==> config.mk <==
export PLATFORM = sky130hd
export DESIGN_NAME = intel_hex_record_loader
export DESIGN_NICKNAME = d
export VERILOG_FILES = /design/src/design/ihex_pkg.sv /design/src/design/intel_hex_record_loader.sv
export VERILOG_INCLUDE_DIRS = /design/src /design/src/design
export SDC_FILE = /design/constraint.sdc
export NUM_CORES = 1
export LEC_CHECK = 0
export BUFFER_PORTS_ARGS = -buffer_cell sky130_fd_sc_hd__buf_4
export CORE_ASPECT_RATIO = 1.4
export CORE_MARGIN = 3
export CORE_UTILIZATION = 35
export DETAILED_ROUTE_END_ITERATION = 16
export SETUP_SLACK_MARGIN = 0.2
export SLEW_MARGIN = 20
export SYNTH_ARGS = -nofsm -noshare
export SYNTH_HDL_FRONTEND = slang
export SYNTH_SLANG_ARGS = --single-unit
==> constraint.sdc <==
create_clock -name clk -period 8 [get_ports clk]
set_input_delay 1.6 -clock clk [delete_from_list [all_inputs] [get_ports clk]]
set_output_delay 1.6 -clock clk [all_outputs]
set_load 0.02 [all_outputs]
==> src/design/assert_macros.svh <==
// ----------------------------------------------------------------------------
// Assertion macros
// Shared concurrent assertion wrappers; define ASSERT_OFF to compile them out.
// ----------------------------------------------------------------------------
`ifndef ASSERT_MACROS_SVH
`define ASSERT_MACROS_SVH

`ifndef ASSERT_OFF

// antecedent |-> consequent, same edge
`define ASSERT_IMPLY(label, clk, rst, ante, cons, msg) \
  label: assert property (@(posedge clk) disable iff (rst) (ante) |-> (cons)) \
    else $error(msg);

// antecedent |=> consequent, next edge
`define ASSERT_NEXT(label, clk, rst, ante, cons, msg) \
  label: assert property (@(posedge clk) disable iff (rst) (ante) |=> (cons)) \
    else $error(msg);

`else

`define ASSERT_IMPLY(label, clk, rst, ante, cons, msg)
`define ASSERT_NEXT(label, clk, rst, ante, cons, msg)

`endif

`endif

==> src/design/ihex_pkg.sv <==
// ----------------------------------------------------------------------------
// ihex_pkg
// Types, codes and the hex digit decoder for the HEX record loader.
// ----------------------------------------------------------------------------
package ihex_pkg;

  typedef logic [1:0] opcode_t;
  typedef logic [2:0] kind_t;

  // input opcodes
  localparam opcode_t OP_CHAR          = 2'd0;
  localparam opcode_t OP_RESTART       = 2'd1;
  localparam opcode_t OP_RESTART_COLON = 2'd2;

  // result kinds
  localparam kind_t KIND_WRITE     = 3'd0;
  localparam kind_t KIND_REC_OK    = 3'd1;
  localparam kind_t KIND_CSUM_ERR  = 3'd2;
  localparam kind_t KIND_END_OK    = 3'd3;
  localparam kind_t KIND_END_ERR   = 3'd4;
  localparam kind_t KIND_ABORT     = 3'd5;

  // record types
  localparam logic [7:0] REC_DATA     = 8'h00;
  localparam logic [7:0] REC_EOF      = 8'h01;
  localparam logic [7:0] REC_EXT_ADDR = 8'h04;

  localparam logic [7:0] COLON_CHAR = 8'h3A;

  // ASCII hex digit to nibble; anything else decodes as 15
  function automatic logic [3:0] hex_nibble(input logic [7:0] c);
    logic [3:0] v;
    v = 4'hF;
    if (c >= 8'h30 && c <= 8'h39) begin
      v = c[3:0];
    end else if ((c >= 8'h61 && c <= 8'h66) || (c >= 8'h41 && c <= 8'h46)) begin
      v = 4'(c[3:0] + 4'd9);
    end
    return v;
  endfunction

endpackage

==> src/design/intel_hex_record_loader.sv <==
// ----------------------------------------------------------------------------
// intel_hex_record_loader
// Parses an ASCII HEX stream one character per word and emits memory writes
// and per-record status.
// ----------------------------------------------------------------------------
//
//  channel | signals                                    | dir | word
//  --------+--------------------------------------------+-----+-----------------
//  in      | in_valid, in_ready, opcode, char_in        | in  | one character
//  out     | out_valid, out_ready, kind, write_address, | out | write or status
//          | write_data, frame_number, error_count      |     |
//
//  One character per cycle: the parser state is updated in the accept cycle
//  and any result lands in the output register on the same edge.
//  in_ready = !out_valid | out_ready, so a held result only blocks input
//  while out_ready is low; nothing else stalls the parser.
//  At most one result per character; most characters give none.
//  rst (synchronous) or an in-band OP_RESTART clears all counters and the
//  address into wait-for-colon; OP_RESTART_COLON clears them into PH_COUNT.
//  Checksum-failing frames are reported through kind/frame_number results;
//  the frame log itself is kept by the consumer.
//
module intel_hex_record_loader #(
  parameter int MAX_ERRORS = 8
) (
  input  logic               clk,
  input  logic               rst,
  // input channel
  input  logic               in_valid,
  output logic               in_ready,
  input  ihex_pkg::opcode_t  opcode,
  input  logic [7:0]         char_in,
  // result channel
  output logic               out_valid,
  input  logic               out_ready,
  output ihex_pkg::kind_t    kind,
  output logic [31:0]        write_address,
  output logic [15:0]        write_data,
  output logic [15:0]        frame_number,
  output logic [3:0]         error_count
);

  import ihex_pkg::*;

`include "assert_macros.svh"

  localparam int EW = $clog2(MAX_ERRORS + 1);

  typedef enum logic [2:0] {
    PH_WAIT,
    PH_COUNT,
    PH_OFFSET,
    PH_TYPE,
    PH_DATA,
    PH_CHECK,
    PH_DONE
  } phase_t;

  // parser state
  phase_t        phase, phase_next;
  logic [1:0]    digit_counter, digit_counter_next;
  logic [7:0]    bytes_left, bytes_left_next;
  logic [7:0]    record_type, record_type_next;
  logic [31:0]   load_address, load_address_next;
  logic [7:0]    byte_sum, byte_sum_next;
  logic [15:0]   field_accumulator, field_accumulator_next;
  logic [15:0]   record_index, record_index_next;
  logic [EW-1:0] errors_logged, errors_logged_next;

  // result of the current character
  logic          res_valid;
  kind_t         res_kind;
  logic [31:0]   res_address;
  logic [15:0]   res_data;

  // scratch
  logic          in_fire;
  logic [3:0]    nib;
  logic [2:0]    d;
  logic [15:0]   acc_base;
  logic [15:0]   acc_shift;
  logic [7:0]    bl_dec;
  logic          is_eof;
  logic [7:0]    err_ext;

  assign in_ready = !out_valid || out_ready;
  assign in_fire  = in_valid && in_ready;

  assign nib = hex_nibble(char_in);
  assign d   = 3'(digit_counter) + 3'd1;

  always_comb begin
    phase_next             = phase;
    digit_counter_next     = digit_counter;
    bytes_left_next        = bytes_left;
    record_type_next       = record_type;
    load_address_next      = load_address;
    byte_sum_next          = byte_sum;
    field_accumulator_next = field_accumulator;
    record_index_next      = record_index;
    errors_logged_next     = errors_logged;
    res_valid              = 1'b0;
    res_kind               = KIND_WRITE;
    res_address            = '0;
    res_data               = '0;

    // data records restart the word each time the digit counter is back at zero
    acc_base  = (phase == PH_DATA && record_type == REC_DATA && digit_counter == 2'd0)
                ? 16'd0 : field_accumulator;
    acc_shift = {acc_base[11:0], nib};
    bl_dec    = bytes_left - 8'd1;
    is_eof    = (record_type == REC_EOF);

    if (opcode == OP_RESTART || opcode == OP_RESTART_COLON) begin
      phase_next             = (opcode == OP_RESTART_COLON) ? PH_COUNT : PH_WAIT;
      digit_counter_next     = '0;
      bytes_left_next        = '0;
      record_type_next       = '0;
      load_address_next      = '0;
      byte_sum_next          = '0;
      field_accumulator_next = '0;
      record_index_next      = '0;
      errors_logged_next     = '0;
    end else if (opcode == OP_CHAR) begin
      unique case (phase)
        PH_WAIT: begin
          if (char_in == COLON_CHAR) begin
            phase_next             = PH_COUNT;
            digit_counter_next     = '0;
            field_accumulator_next = '0;
            byte_sum_next          = '0;
          end
        end
        PH_COUNT: begin
          field_accumulator_next = acc_shift;
          digit_counter_next     = d[1:0];
          if (d == 3'd2) begin
            bytes_left_next        = acc_shift[7:0];
            byte_sum_next          = byte_sum + acc_shift[7:0];
            field_accumulator_next = '0;
            digit_counter_next     = '0;
            phase_next             = PH_OFFSET;
          end
        end
        PH_OFFSET: begin
          field_accumulator_next = acc_shift;
          digit_counter_next     = d[1:0];
          if (d == 3'd4) begin
            load_address_next      = {load_address[31:16], acc_shift};
            byte_sum_next          = byte_sum + acc_shift[15:8] + acc_shift[7:0];
            field_accumulator_next = '0;
            phase_next             = PH_TYPE;
          end
        end
        PH_TYPE: begin
          field_accumulator_next = acc_shift;
          digit_counter_next     = d[1:0];
          if (d == 3'd2) begin
            record_type_next       = acc_shift[7:0];
            byte_sum_next          = byte_sum + acc_shift[7:0];
            field_accumulator_next = '0;
            digit_counter_next     = '0;
            if (bytes_left == 8'd0) begin
              // empty record: extended address with no data clears the upper half
              if (acc_shift[7:0] == REC_EXT_ADDR) begin
                load_address_next = {16'd0, load_address[15:0]};
              end
              phase_next = PH_CHECK;
            end else begin
              phase_next = PH_DATA;
            end
          end
        end
        PH_DATA: begin
          field_accumulator_next = acc_shift;
          digit_counter_next     = d[1:0];
          if (d == 3'd2 || d == 3'd4) begin
            byte_sum_next   = byte_sum + acc_shift[7:0];
            bytes_left_next = bl_dec;
            if (record_type == REC_DATA && (d == 3'd4 || bl_dec == 8'd0)) begin
              res_valid          = 1'b1;
              res_kind           = KIND_WRITE;
              res_address        = load_address;
              res_data           = acc_shift;
              load_address_next  = load_address + 32'd1;
              digit_counter_next = '0;
            end
            if (bl_dec == 8'd0) begin
              if (record_type == REC_EXT_ADDR) begin
                load_address_next = {acc_shift, load_address[15:0]};
              end
              phase_next             = PH_CHECK;
              digit_counter_next     = '0;
              field_accumulator_next = '0;
            end
          end
        end
        PH_CHECK: begin
          field_accumulator_next = acc_shift;
          digit_counter_next     = d[1:0];
          if (d == 3'd2) begin
            digit_counter_next     = '0;
            field_accumulator_next = '0;
            res_valid              = 1'b1;
            if (acc_shift[7:0] != 8'(-byte_sum)) begin
              if (errors_logged < EW'(MAX_ERRORS)) begin
                errors_logged_next = errors_logged + EW'(1);
                res_kind           = is_eof ? KIND_END_ERR : KIND_CSUM_ERR;
                record_index_next  = record_index + 16'd1;
                phase_next         = is_eof ? PH_DONE : PH_WAIT;
              end else begin
                // error budget spent: stop, keep the frame index
                res_kind   = KIND_ABORT;
                phase_next = PH_DONE;
              end
            end else begin
              res_kind          = is_eof ? KIND_END_OK : KIND_REC_OK;
              record_index_next = record_index + 16'd1;
              phase_next        = is_eof ? PH_DONE : PH_WAIT;
            end
          end
        end
        PH_DONE: begin
          // hold until restart
        end
        default: begin
          phase_next = PH_DONE;
        end
      endcase
    end

    err_ext = 8'(errors_logged_next);
  end

  always_ff @(posedge clk) begin
    if (rst) begin
      phase             <= PH_WAIT;
      digit_counter     <= '0;
      bytes_left        <= '0;
      record_type       <= '0;
      load_address      <= '0;
      byte_sum          <= '0;
      field_accumulator <= '0;
      record_index      <= '0;
      errors_logged     <= '0;
      out_valid         <= 1'b0;
    end else begin
      if (in_fire) begin
        phase             <= phase_next;
        digit_counter     <= digit_counter_next;
        bytes_left        <= bytes_left_next;
        record_type       <= record_type_next;
        load_address      <= load_address_next;
        byte_sum          <= byte_sum_next;
        field_accumulator <= field_accumulator_next;
        record_index      <= record_index_next;
        errors_logged     <= errors_logged_next;
      end
      if (in_fire && res_valid) begin
        out_valid <= 1'b1;
      end else if (out_ready) begin
        out_valid <= 1'b0;
      end
    end
  end

  // result payload, no reset needed
  always_ff @(posedge clk) begin
    if (in_fire && res_valid) begin
      kind          <= res_kind;
      write_address <= res_address;
      write_data    <= res_data;
      frame_number  <= record_index;
      error_count   <= (err_ext > 8'd15) ? 4'd15 : err_ext[3:0];
    end
  end

  // --------------------------------------------------------------------------
  // assertions
  // --------------------------------------------------------------------------
  `ASSERT_IMPLY(a_err_bound, clk, rst, 1'b1, errors_logged <= EW'(MAX_ERRORS), "error count past limit")
  `ASSERT_IMPLY(a_stall_only_on_out, clk, rst, !in_ready, out_valid && !out_ready, "input stalled without output backpressure")
  `ASSERT_NEXT(a_restart_clears, clk, rst, in_fire && (opcode == OP_RESTART || opcode == OP_RESTART_COLON), record_index == 16'd0 && errors_logged == '0, "restart did not clear counters")
  `ASSERT_NEXT(a_abort_stops, clk, rst, in_fire && res_valid && res_kind == KIND_ABORT, phase == PH_DONE && out_valid, "abort did not stop parser")
  `ASSERT_NEXT(a_addr_step, clk, rst, in_fire && res_valid && res_kind == KIND_WRITE, load_address == $past(load_address) + 32'd1, "write address did not advance")

endmodule
==> results of run 1 <==
==> worst max path at each step <==
| stage | slack (ps) | to | cells past startpoint |
|---|---|---|---|
| floorplan | 1960 | error_count[0]$_DFFE_PP_ | 7 |
| global placement | 2630 | byte_sum[7]$_SDFFE_PP0P_ | 18 |
| detailed placement | 2510 | byte_sum[7]$_SDFFE_PP0P_ | 18 |
| CTS | 2960 | byte_sum[7]$_SDFFE_PP0P_ | 18 |
| global route | 2730 | byte_sum[7]$_SDFFE_PP0P_ | 20 |
| finish | 2930 | byte_sum[7]$_SDFFE_PP0P_ | 18 |
==> power groups by stage <==
stage / registers, uW / clock network (uW) / logic [uW]
after global routing: 884 / 870 / 148
after floorplan: 896 / 0 / 100
after detailed placement: 902 / 0 / 133
after CTS: 883 / 833 / 134
after global placement: 902 / 0 / 132
final: 884 / 817 / 136
==> cell type report <==
cell class / instances / area share, %
multi-input cells: 771 / 45.8
well taps: 360 / 4.11
clock buffers: 20 / 4.07
inverters: 51 / 1.75
repair buffers: 95 / 6.50
clock inverters: 12 / 1.16
flip-flops and latches: 165 / 36.6
==> cells by family (layout without fill, tap and decap cells) <==
kind of cell	after synthesis	count (layout)	share of synthesized area, %
simple gates	433	433	24.5
flops	165	165	42.6
compound gates	269	269	19.6
fa+ha+maj	39	39	5.89
mux	9	9	0.955
buf+inv	107	178	4.45
xor+xnor	21	21	2.03
==> layer usage <==
layer / up-vias / track usage (%) / wire [um]
li1: 3985 / - / -
met1: 4000 / 23.4 / 11300
met2: 263 / 31.2 / 13500
met3: 50 / 2.67 / 1160
met4: 0 / 7.27 / 737
met5: - / 0 / 0
==> synth_stat cells (17+ instances only) <==
master	number
a22oi_1	25
and3_1	24
nor3_1	27
ha_1	30
nand4_1	19
inv_1	50
and2_1	33
clkbuf_1	49
o21ai_0	36
a31oi_1	17
a21oi_1	60
edfxtp_1	71
nand2_1	82
dfxtp_1	94
nand3_1	26
nor2_1	114
==> state kept, by name, summed over array words and instances (netlist names) <==
name	flops
write_data	16
load_address	32
digit_counter	2
field_accumulator	12
kind	3
record_index	16
write_address	32
byte_sum	8
error_count	4
out_valid	1
frame_number	16
phase	3
record_type	8
errors_logged	4
bytes_left	8
==> stage by stage <==
stage,cells,total power [uW],setup slack [ps],util [%],hold WS (ps)
floorplan,1043,996,1960,-,417
global placement,1442,1030,2630,39.4,439
detailed placement,1442,1040,2510,39.4,437
CTS,1474,1850,2960,41.6,452
global route,1474,1900,2730,41.6,470
finish,1474,1840,2930,41.6,452
==> out/qor.yml, run 1 <==
outcome:
  run_status: "finished, final reports clean"
power:
  p_sw_uw: 451
  leakagePower_uw: 0.00381
  peakVddDrop_uv: 108
  p_int_uw: 1390
  clock_power_share_pct: 44.5
  switching_share_pct: 24.5
  power.density_nw_per_um2: 167
  p_comb_share_pct: 7.4
  p_seq_share_pct: 48.1
timing:
  setup_viol: 0
  tightest_slew_ps: 1080
  setup_tns_ps: 0
  period_share_pct: 63.3
  hold_violations: 0
  fmax_mhz: 197
  rsz0062_at_grt: "false"
  skew_ps: 13.9
  maxSlewHeadroom_pct: 27.6
  post-route-min-period_ps: 5070
  slew_viol_final: 0
die:
  die-area_um2: 29000
  die_x_um: 145
  core_area_um2: 26400
  initial_utilization_pct: 35.8
  die_y_um: 200
  ios: 87
  rows: 70
logic_synthesis:
  syn_nets: 1096
  ys_seq_area_share_pct: 42.6
  ys_seq_elements: 165
  ys_types: 86
  yosysTopAreaCell: "edfxtp_1"
  yosys_warnings: 0
  syn_area_per_cell_um2: 9.04
  netlist_area_um2: 9430
  netlist_instances: 1043
  yosysTopAreaCellShare_pct: 22.6
  synthArstFlopShare_pct: 0
  synth_area_leaders: "edfxtp_1 (23%), dfxtp_1 (20%), nor2_1 (4.5%)"
  synth_enable_flop_cells: 71
  ys_dominant_reg_cell: "dfxtp_1"
finish:
  seq_area_um2: 4010
  multiInputGateArea_um2: 5020
  diodes: 0
  nNetsFinal: 1154
  syn2layout_area_growth_pct: 16.3
  fillers: 2593
  layout-drive-gt1-share_pct: 13.9
  layout_commonest_cell: "nor2_1"
  fin_area_um2: 11000
  most-common-layout-cells: "nor2_1 (114), buf_4 (95), dfxtp_1 (94)"
worst_setup_path:
  crit_start: "char_in[7]"
  crit_path_cell_trace: "buf_4 -> or4b_4 -> or4_4 -> and2_1 -> inv_1 -> fa_1 -> inv_1 -> ha_1 -> inv_1 -> fa_1 -> nor2b_1 -> o21ai_0 -> nand2b_1 -> a21o_1 -> a21oi_1 -> xnor2_1 -> mux2i_1 -> a31oi_1"
  path_buf_inv: 4
  cp.arrival_ps: 5370
  worstPathMaxFanout: 6
  critical-path-max-stage-delay_ps: 520
  cp_common_cell: "inv_1"
  worst_setup_path_end_kind: "flop"
  r2r_slack_ps: 3340
  ff2ff_path_depth: 17
  critPathTopFamily: "simple AND/OR/NAND/NOR gates"
  worstPathRequired_ps: 8300
  start_kind: "input port"
  r2r-end: "byte_sum[7]$_SDFFE_PP0P_"
  reg2reg_from: "phase[2]$_SDFFE_PP0P_"
  worst-setup-path-type: "input port to flop"
  critPathSlowestCell: "or4b_4"
grt:
  grt_pass1_vias: 7811
  grt_overflow: 0
  grt_use_total_pct: 18.4
  antenna_found_initial: 0
  grt_max_degree: 72
  grt_pass1_wl_mm: 42.6
detailed_routing:
  viasPerCell: 5.63
  antenna_left: 0
  drt_iter0_drc: 707
  drt-total-wl_mm: 26.7
  vias: 8298
  firstDrtPassIters: 6
  avgRoutedWirePerCell_um: 18.1
  drcViolationCount: 0
placement:
  io_buffers: 86
  place_area_um2: 10400
  dp_hpwl_mm: 19.4
  gp_routability_congestion: 0.926
cts:
  clk_latency_ps: 440
  postCtsSetupRepairBufs: 0
  cts-root-to-sink-buffers: 2
  root_buffer: "clkbuf_16"
  cts_made_buffers: 17
  ctsResizeCount: 0
  clkTransAtPathRegs_ps: 70
  holdBufCountCts: 0
  cts_tree: "yes"
  cts_sinks: 165
  ctsHtreeMaxLevel: 4
worst_hold_path:
  whs_endpoint: "frame_number[15]$_DFFE_PP_"
  holdPathStages: 0
  min_from: "record_index[15]$_SDFFE_PP0P_"
  hp-class: "flop to flop"
job:
  maxCapViolations: 0
No activity file was read; power rests on OpenSTA's default activity.
==> run 2: changes to the inputs <==
ABC_AREA = 1   (was default)
clock period = 4.1 ns   (was 8 ns; I/O delays follow)
==> run 2 against run 1 <==
- first-iteration DRC count fell by 13%
- sequential power rose by 97%
- register-to-register slack got worse by 2700 ps
- wire length rose by 8.1%
- via count rose by 10%
- synthesized cell count rose by 31%
- count of clock-buffer cells in the layout rose by 3
- total power rose by 98%
- largest cell class unchanged
- die area rose by 5.8%
- non-clock buffer count rose by 15
- critical path type unchanged
- utilization rose by 0.18 points
==> out/qor.yml, run 2 <==
logic_synthesis:
  netlist_instances: 1362  # was 1043
  netlist_area_um2: 10000  # was 9430 um2
  synthTopCellsByCount: "nand2_1 (337), inv_1 (165), nor2_1 (143)"  # was nor2_1 (114), dfxtp_1 (94), nand2_1 (82)
  ys_seq_elements: 165  # unchanged
  synth_area_leaders: "edfxtp_1 (21%), dfxtp_1 (19%), nand2_1 (13%)"  # was edfxtp_1 (23%), dfxtp_1 (20%), nor2_1 (4.5%)
  ys_dominant_reg_cell: "dfxtp_1"  # unchanged
  synthArstFlopShare_pct: 0  # unchanged
  syn_nets: 1415  # was 1096
  yosys_warnings: 0  # unchanged
  ys_seq_area_share_pct: 40.2  # was 42.6%
  synth_most_common_cell: "nand2_1"  # was nor2_1
  ys_types: 47  # was 86
  yosysTopAreaCellShare_pct: 21.3  # was 22.6%
  synth_enable_flop_cells: 71  # unchanged
  syn_area_per_cell_um2: 7.34  # was 9.04 um2
  yosysTopAreaCell: "edfxtp_1"  # unchanged
worst_setup_path:
  worst-setup-path-type: "input port to flop"  # unchanged
  crit_cells: 23  # was 18
  cp.arrival_ps: 3880  # was 5370 ps
  critPathSlowestCell: "fa_1"  # was or4b_4
  start_kind: "input port"  # unchanged
  ff2ff_path_depth: 23  # was 17
  worst_setup_path_end_kind: "flop"  # unchanged
  path_buf_inv: 4  # unchanged
  crit_path_cell_trace: "buf_4 -> inv_2 -> ha_1 -> nand2_1 -> nand3_1 -> nand2_1 -> o21ai_0 -> fa_1 -> inv_1 -> ha_1 -> inv_1 -> fa_1 -> nor2_1 -> o21ai_0 -> nand2_1 -> nand2_1 -> nand2_1 -> a21oi_1 -> nand2_1 -> nand2_1 -> o21ai_1 -> nand2_1 -> a21oi_1"  # was buf_4 -> or4b_4 -> or4_4 -> and2_1 -> inv_1 -> fa_1 -> inv_1 -> ha_1 -> inv_1 -> fa_1 -> nor2b_1 -> o21ai_0 -> nand2b_1 -> a21o_1 -> a21oi_1 -> xnor2_1 -> mux2i_1 -> a31oi_1
  critPathTopFamily: "adder cells"  # was simple AND/OR/NAND/NOR gates
  worstPathMaxFanout: 6  # unchanged
  worstPathRequired_ps: 4470  # was 8300 ps
  critical-path-max-stage-delay_ps: 450  # was 520 ps
  cp_common_cell: "nand2_1"  # was inv_1
cts:
  postCtsSetupRepairBufs: 0  # unchanged
  clkTransAtPathRegs_ps: 60  # was 70 ps
  ctsResizeCount: 0  # unchanged
  ctsHtreeMaxLevel: 4  # unchanged
  cts_sinks: 165  # unchanged
  clk_latency_ps: 440  # about the same
  cts_made_buffers: 17  # unchanged
  cts-root-to-sink-buffers: 2  # unchanged
  root_buffer: "clkbuf_16"  # unchanged
  cts_tree: "yes"  # unchanged
  holdBufCountCts: 0  # unchanged
die:
  initial_utilization_pct: 35.8  # about the same
  die_x_um: 149  # was 145 um
  die_y_um: 206  # was 200 um
  rows: 72  # was 70
  ios: 87  # unchanged
  core_area_um2: 27900  # was 26400 um2
  die-area_um2: 30700  # was 29000 um2
power:
  leakagePower_uw: 0.00476  # was 0.00381 uW
  power.density_nw_per_um2: 311  # was 167 nW/um2
  finalPower_uw: 3630  # was 1840 uW
  peakVddDrop_uv: 317  # was 108 uV
detailed_routing:
  avgRoutedWirePerCell_um: 15.7  # was 18.1 um
  vias: 9130  # was 8298
  drcViolationCount: 0  # unchanged
  drt_iter0_drc: 617  # was 707
  viasPerCell: 4.97  # was 5.63
  drt-total-wl_mm: 28.9  # was 26.7 mm
  firstDrtPassIters: 5  # was 6
  antenna_left: 0  # unchanged
finish:
  layout-drive-gt1-share_pct: 16.0  # was 13.9%
  diodes: 0  # unchanged
  layout_commonest_cell: "nand2_1"  # was nor2_1
  most-common-layout-cells: "nand2_1 (337), inv_1 (164), nor2_1 (143)"  # was nor2_1 (114), buf_4 (95), dfxtp_1 (94)
  fillers: 2928  # was 2593
  nNetsFinal: 1506  # was 1154
  reg_top3: "load_address (32), write_address (32)"  # unchanged
  syn2layout_area_growth_pct: 16.7  # was 16.3%
  post-route-util_pct: 41.8  # was 41.6%
placement:
  dp_hpwl_mm: 21.6  # was 19.4 mm
  gp_routability_congestion: 0.896  # was 0.926
  io_buffers: 86  # unchanged
timing:
  tightest_slew_ps: 601  # was 1080 ps
  slew_viol_final: 0  # unchanged
  period_share_pct: 85.7
  rsz0062_at_grt: "false"  # unchanged
  maxSlewHeadroom_pct: 59.5  # was 27.6%
  setup_viol: 0  # unchanged
  post-route-min-period_ps: 3520
  setup_tns_ps: 0  # unchanged
  fin_hold_ws_ps: 470  # was 452 ps
  hold_violations: 0  # unchanged
  skew_ps: 15.6  # was 13.9 ps
  fmax_mhz: 284
grt:
  grtUsageMet2_pct: 34.0  # was 31.2%
  grt_use_total_pct: 19.1  # was 18.4%
  grt_pass1_wl_mm: 46.1  # was 42.6 mm
  grt_pass1_vias: 8672  # was 7811
  antenna_found_initial: 0  # unchanged
  grtUsageMet1_pct: 22.5  # was 23.4%
  met3_usage_pct: 2.79  # was 2.67%
  grt_max_degree: 72  # unchanged
  grt_overflow: 0  # unchanged
  grt_busiest_layer: "met2"  # unchanged
outcome:
  run_status: "finished, final reports clean"  # unchanged
worst_hold_path:
  holdPathStages: 2  # was 0
  hp-class: "flop to flop"  # unchanged
job:
  maxCapViolations: 0  # unchanged
==> run 2: changes by cell type after synthesis, sizes merged, moves of 23 or more <==
cell | before | now
nor2 | 114 | 178
and2 | 33 | 3
a22oi | 25 | 0
a21oi | 64 | 107
and3 | 24 | 1
inv | 50 | 180
clkbuf | 49 | 21
nand3 | 26 | 99
nand2 | 82 | 358
==> run 2: worst paths after layout <==
kind	startpoint	end	slack, ps
setup / recovery	char_in[0]	byte_sum[7]$_SDFFE_PP0P_	580
hold / removal	field_accumulator[5]$_SDFFE_PP0P_	field_accumulator[5]$_SDFFE_PP0P_	470
setup reg to reg	digit_counter[0]$_SDFFE_PP0P_	byte_sum[6]$_SDFFE_PP0P_	620
hold reg to reg	field_accumulator[5]$_SDFFE_PP0P_	field_accumulator[5]$_SDFFE_PP0P_	470
==> run 2: routing by layer <==
| layer | share of wire [%] | vias up |
|---|---|---|
| li1 | - | 4634 |
| met2 | 51 | 258 |
| met5 | 0 | - |
| met4 | 3.4 | 0 |
| met3 | 4.4 | 46 |
| met1 | 41 | 4192 |
==> run 2: metrics by stage <==
stage | instance area [um2] | cells | setup slack [ps]
3_3_place_gp | 11100 | 1798 | 338
4_1_cts | 11600 | 1830 | 496
3_5_place_dp | 11100 | 1798 | 158
5_1_grt | 11700 | 1836 | 202
6_report | 11700 | 1836 | 585
2_1_floorplan | 10000 | 1362 | 431
==> run 2: final cells by class <==
| type | count | area, um2 | area share (%) |
|---|---|---|---|
| Tap cell | 370 | 463 | 3.97 |
| Timing Repair Buffer | 110 | 838 | 7.18 |
| Clock inverter | 9 | 97.6 | 0.836 |
| Inverter | 183 | 689 | 5.91 |
| Clock buffer | 23 | 469 | 4.02 |
| Sequential cell | 165 | 4010 | 34.4 |
| Multi-Input combinational cell | 976 | 5100 | 43.7 |
==> run 2: tightest hold or removal path, stage by stage (launching register included) <==
cell     delay [ps]
dfxtp_1         310
nand2_1          60
a21oi_1          60
==> run 2: logic make-up (layout without fill, tap and decap cells) <==
kind of cell / count (synthesis) / in the layout / share of synthesized area, %
simple gates: 715 / 715 / 32.4
buf+inv: 221 / 325 / 8.86
compound gates: 198 / 198 / 11.0
flops: 165 / 165 / 40.2
fa+ha+maj: 39 / 39 / 5.56
xor+xnor: 24 / 24 / 2.10
==> run 2: power breakdown <==
part           internal [uW]  switching (uW)  total, uW  leakage (uW)
clock network            882             701       1580      0.000273
registers               1720            20.2       1740       0.00154
logic                   93.7             216        309       0.00294
total                   2690             937       3630       0.00476
==> run 3: changes to the inputs <==
BUFFER_PORTS_ARGS = default   (was -buffer_cell sky130_fd_sc_hd__buf_4)
CELL_PAD_IN_SITES_DETAIL_PLACEMENT = 1   (was default)
CELL_PAD_IN_SITES_GLOBAL_PLACEMENT = 1   (was default)
DONT_BUFFER_PORTS = 1   (was default)
PLACE_DENSITY_LB_ADDON = 0.1   (was default)
==> run 3 against run 2 <==
- die area did not move
- sequential share of layout area up 2.2 points
- via count down 3.2%
- register-to-register slack worse by 140 ps
- clock skew is 3.1 ps lower
- sequential power hardly changed
- final area shrank 5.9%
- critical path depth is the same
- worst setup slack got worse by 100 ps
- utilization is 2.5 points lower
- first-iteration DRC count down 30%
- non-clock buffer count down 88
==> out/qor.yml, run 3 (synthesis gave the netlist of run 2 again) <==
grt:
  grt_overflow: 0  # unchanged
  grt_max_degree: 80  # was 72
  antenna_found_initial: 0  # unchanged
  grt_pass1_wl_mm: 51.1  # was 46.1 mm
  grt_use_total_pct: 21.7  # was 19.1%
  grt_pass1_vias: 9144  # was 8672
die:
  core_area_um2: 27900  # unchanged
  ios: 87  # unchanged
  initial_utilization_pct: 35.8  # unchanged
  die_x_um: 149  # unchanged
  die-area_um2: 30700  # unchanged
  rows: 72  # unchanged
  die_y_um: 206  # unchanged
worst_setup_path:
  worstPathRequired_ps: 4490  # was 4470 ps
  critical-path-max-stage-delay_ps: 470  # was 450 ps
  cp.arrival_ps: 4010  # was 3880 ps
  critPathSlowestCell: "fa_1"  # unchanged
  critPathTopFamily: "simple AND/OR/NAND/NOR gates"  # was adder cells
  worst-setup-path-type: "flop to flop"  # was input port to flop
  cp_common_cell: "nand2_1"  # unchanged
  worst_setup_path_end_kind: "flop"  # unchanged
  start_kind: "flop"  # was input port
  crit_path_cell_trace: "nor2_1 -> nand2_2 -> nor2_8 -> nand2_4 -> inv_1 -> nor2_1 -> inv_1 -> fa_1 -> inv_1 -> ha_1 -> inv_1 -> fa_1 -> nor2_1 -> o21ai_0 -> nand2_1 -> nand2_1 -> nand2_1 -> a21oi_1 -> nand2_1 -> nand2_1 -> o21ai_1 -> nand2_1 -> a21oi_1"  # was buf_4 -> inv_2 -> ha_1 -> nand2_1 -> nand3_1 -> nand2_1 -> o21ai_0 -> fa_1 -> inv_1 -> ha_1 -> inv_1 -> fa_1 -> nor2_1 -> o21ai_0 -> nand2_1 -> nand2_1 -> nand2_1 -> a21oi_1 -> nand2_1 -> nand2_1 -> o21ai_1 -> nand2_1 -> a21oi_1
  path_buf_inv: 4  # unchanged
  r2r_slack_ps: 480  # was 620 ps
  worstPathMaxFanout: 7  # was 6
  reg2reg_from: "record_type[0]$_SDFFE_PP0P_"  # was digit_counter[0]$_SDFFE_PP0P_
  ff2ff_path_depth: 23  # unchanged
  r2r-end: "byte_sum[7]$_SDFFE_PP0P_"  # was byte_sum[6]$_SDFFE_PP0P_
power:
  leakagePower_uw: 0.00428  # was 0.00476 uW
  power.density_nw_per_um2: 326  # was 311 nW/um2
  finalPower_uw: 3580  # was 3630 uW
  peakVddDrop_uv: 296  # was 317 uV
finish:
  nNetsFinal: 1418  # was 1506
  most-common-layout-cells: "nand2_1 (337), inv_1 (163), nor2_1 (143)"  # was nand2_1 (337), inv_1 (164), nor2_1 (143)
  layout.cells.non_filler: 1748  # was 1836
  diodes: 0  # unchanged
  layout_commonest_cell: "nand2_1"  # unchanged
  reg_top3: "load_address (32), write_address (32)"  # unchanged
  syn2layout_area_growth_pct: 9.85  # was 16.7%
  post-route-util_pct: 39.3  # was 41.8%
  layout-drive-gt1-share_pct: 10.7  # was 16.0%
  fillers: 3471  # was 2928
timing:
  layout_setup_ws_ps: 484  # was 585 ps
  period_share_pct: 88.2  # was 85.7%
  fmax_mhz: 277  # was 284 MHz
  slew_viol_final: 0  # unchanged
  tightest_slew_ps: 676  # was 601 ps
  skew_ps: 12.5  # was 15.6 ps
  hold_violations: 0  # unchanged
  rsz0062_at_grt: "false"  # unchanged
  post-route-min-period_ps: 3620  # was 3520 ps
  setup_tns_ps: 0  # unchanged
  maxSlewHeadroom_pct: 54.6  # was 59.5%
  setup_viol: 0  # unchanged
placement:
  gp_routability_congestion: 0.846  # was 0.896
  dp_hpwl_mm: 24.4  # was 21.6 mm
  pre_cts_slack_ps: 357  # was 158 ps
  io_buffers: 0  # was 86
  dp_cells: 1716  # was 1798
detailed_routing:
  firstDrtPassIters: 4  # was 5
  drt_iter0_drc: 431  # was 617
  vias: 8835  # was 9130
  drcViolationCount: 0  # unchanged
  viasPerCell: 5.05  # was 4.97
  drt-total-wl_mm: 32.4  # was 28.9 mm
  avgRoutedWirePerCell_um: 18.5  # was 15.7 um
  antenna_left: 0  # unchanged
outcome:
  run_status: "finished, final reports clean"  # unchanged
cts:
  ctsHtreeMaxLevel: 4  # unchanged
  cts_made_buffers: 17  # unchanged
  clkTransAtPathRegs_ps: 80  # was 60 ps
  root_buffer: "clkbuf_16"  # unchanged
  cts_sinks: 165  # unchanged
  clk_latency_ps: 450  # was 440 ps
  postCtsSetupRepairBufs: 0  # unchanged
  cts-root-to-sink-buffers: 2  # unchanged
  cts_tree: "yes"  # unchanged
  holdBufCountCts: 0  # unchanged
worst_hold_path:
  hp-class: "input port to flop"  # was flop to flop
  holdPathStages: 1  # was 2
  whs_endpoint: "load_address[16]$_SDFFE_PP0P_"  # was field_accumulator[5]$_SDFFE_PP0P_
  min_from: "rst"  # was field_accumulator[5]$_SDFFE_PP0P_
job:
  maxCapViolations: 0  # unchanged
## run 3: through the flow
step           instance area (um2)  hold slack [ps]
6_report                     11000              451
2_1_floorplan                10000              434
3_5_place_dp                 10400              455
4_1_cts                      11000              431
5_1_grt                      11000              433
3_3_place_gp                 10400              450
## run 3: cell type report
class	instances	area, um2	share of cell area [%]
repair buffers	22	178	1.62
multi-input cells	976	5100	46.4
inverters	183	689	6.28
clock inverters	12	104	0.946
well taps	370	463	4.22
clock buffers	20	437	3.98
flip-flops and latches	165	4010	36.6
## run 3: power by group
part | total (uW) | internal [uW] | switching [uW]
clock network | 1550 | 835 | 715
registers | 1740 | 1720 | 20.4
logic | 293 | 87.5 | 205
## run 3: routing by layer
layer	routed length, um	vias to the layer above	global-route usage [%]
met3	897	50	3.53
li1	-	4441	-
met4	1000	0	8.24
met1	13400	4194	24.6
met5	0	-	0
met2	17100	150	40.5
## run 3: repair_timing
item,CTS,global route
endpoints found under the setup margin,0,1
resized for setup,0,1
hold endpoints to repair,0,0
## run 3: how the worst max path moves through the flow
| stage | from | to | slack, ps | cells after the start |
|---|---|---|---|---|
| finish | record_type[0]$_SDFFE_PP0P_ | byte_sum[7]$_SDFFE_PP0P_ | 480 | 23 |
| floorplan | opcode[0] | error_count[0]$_DFFE_PP_ | 430 | 8 |
| global placement | char_in[1] | byte_sum[6]$_SDFFE_PP0P_ | 450 | 21 |
| CTS | record_type[0]$_SDFFE_PP0P_ | byte_sum[7]$_SDFFE_PP0P_ | 490 | 23 |
| detailed placement | char_in[1] | byte_sum[6]$_SDFFE_PP0P_ | 360 | 22 |
| global route | digit_counter[0]$_SDFFE_PP0P_ | byte_sum[7]$_SDFFE_PP0P_ | 230 | 23 |
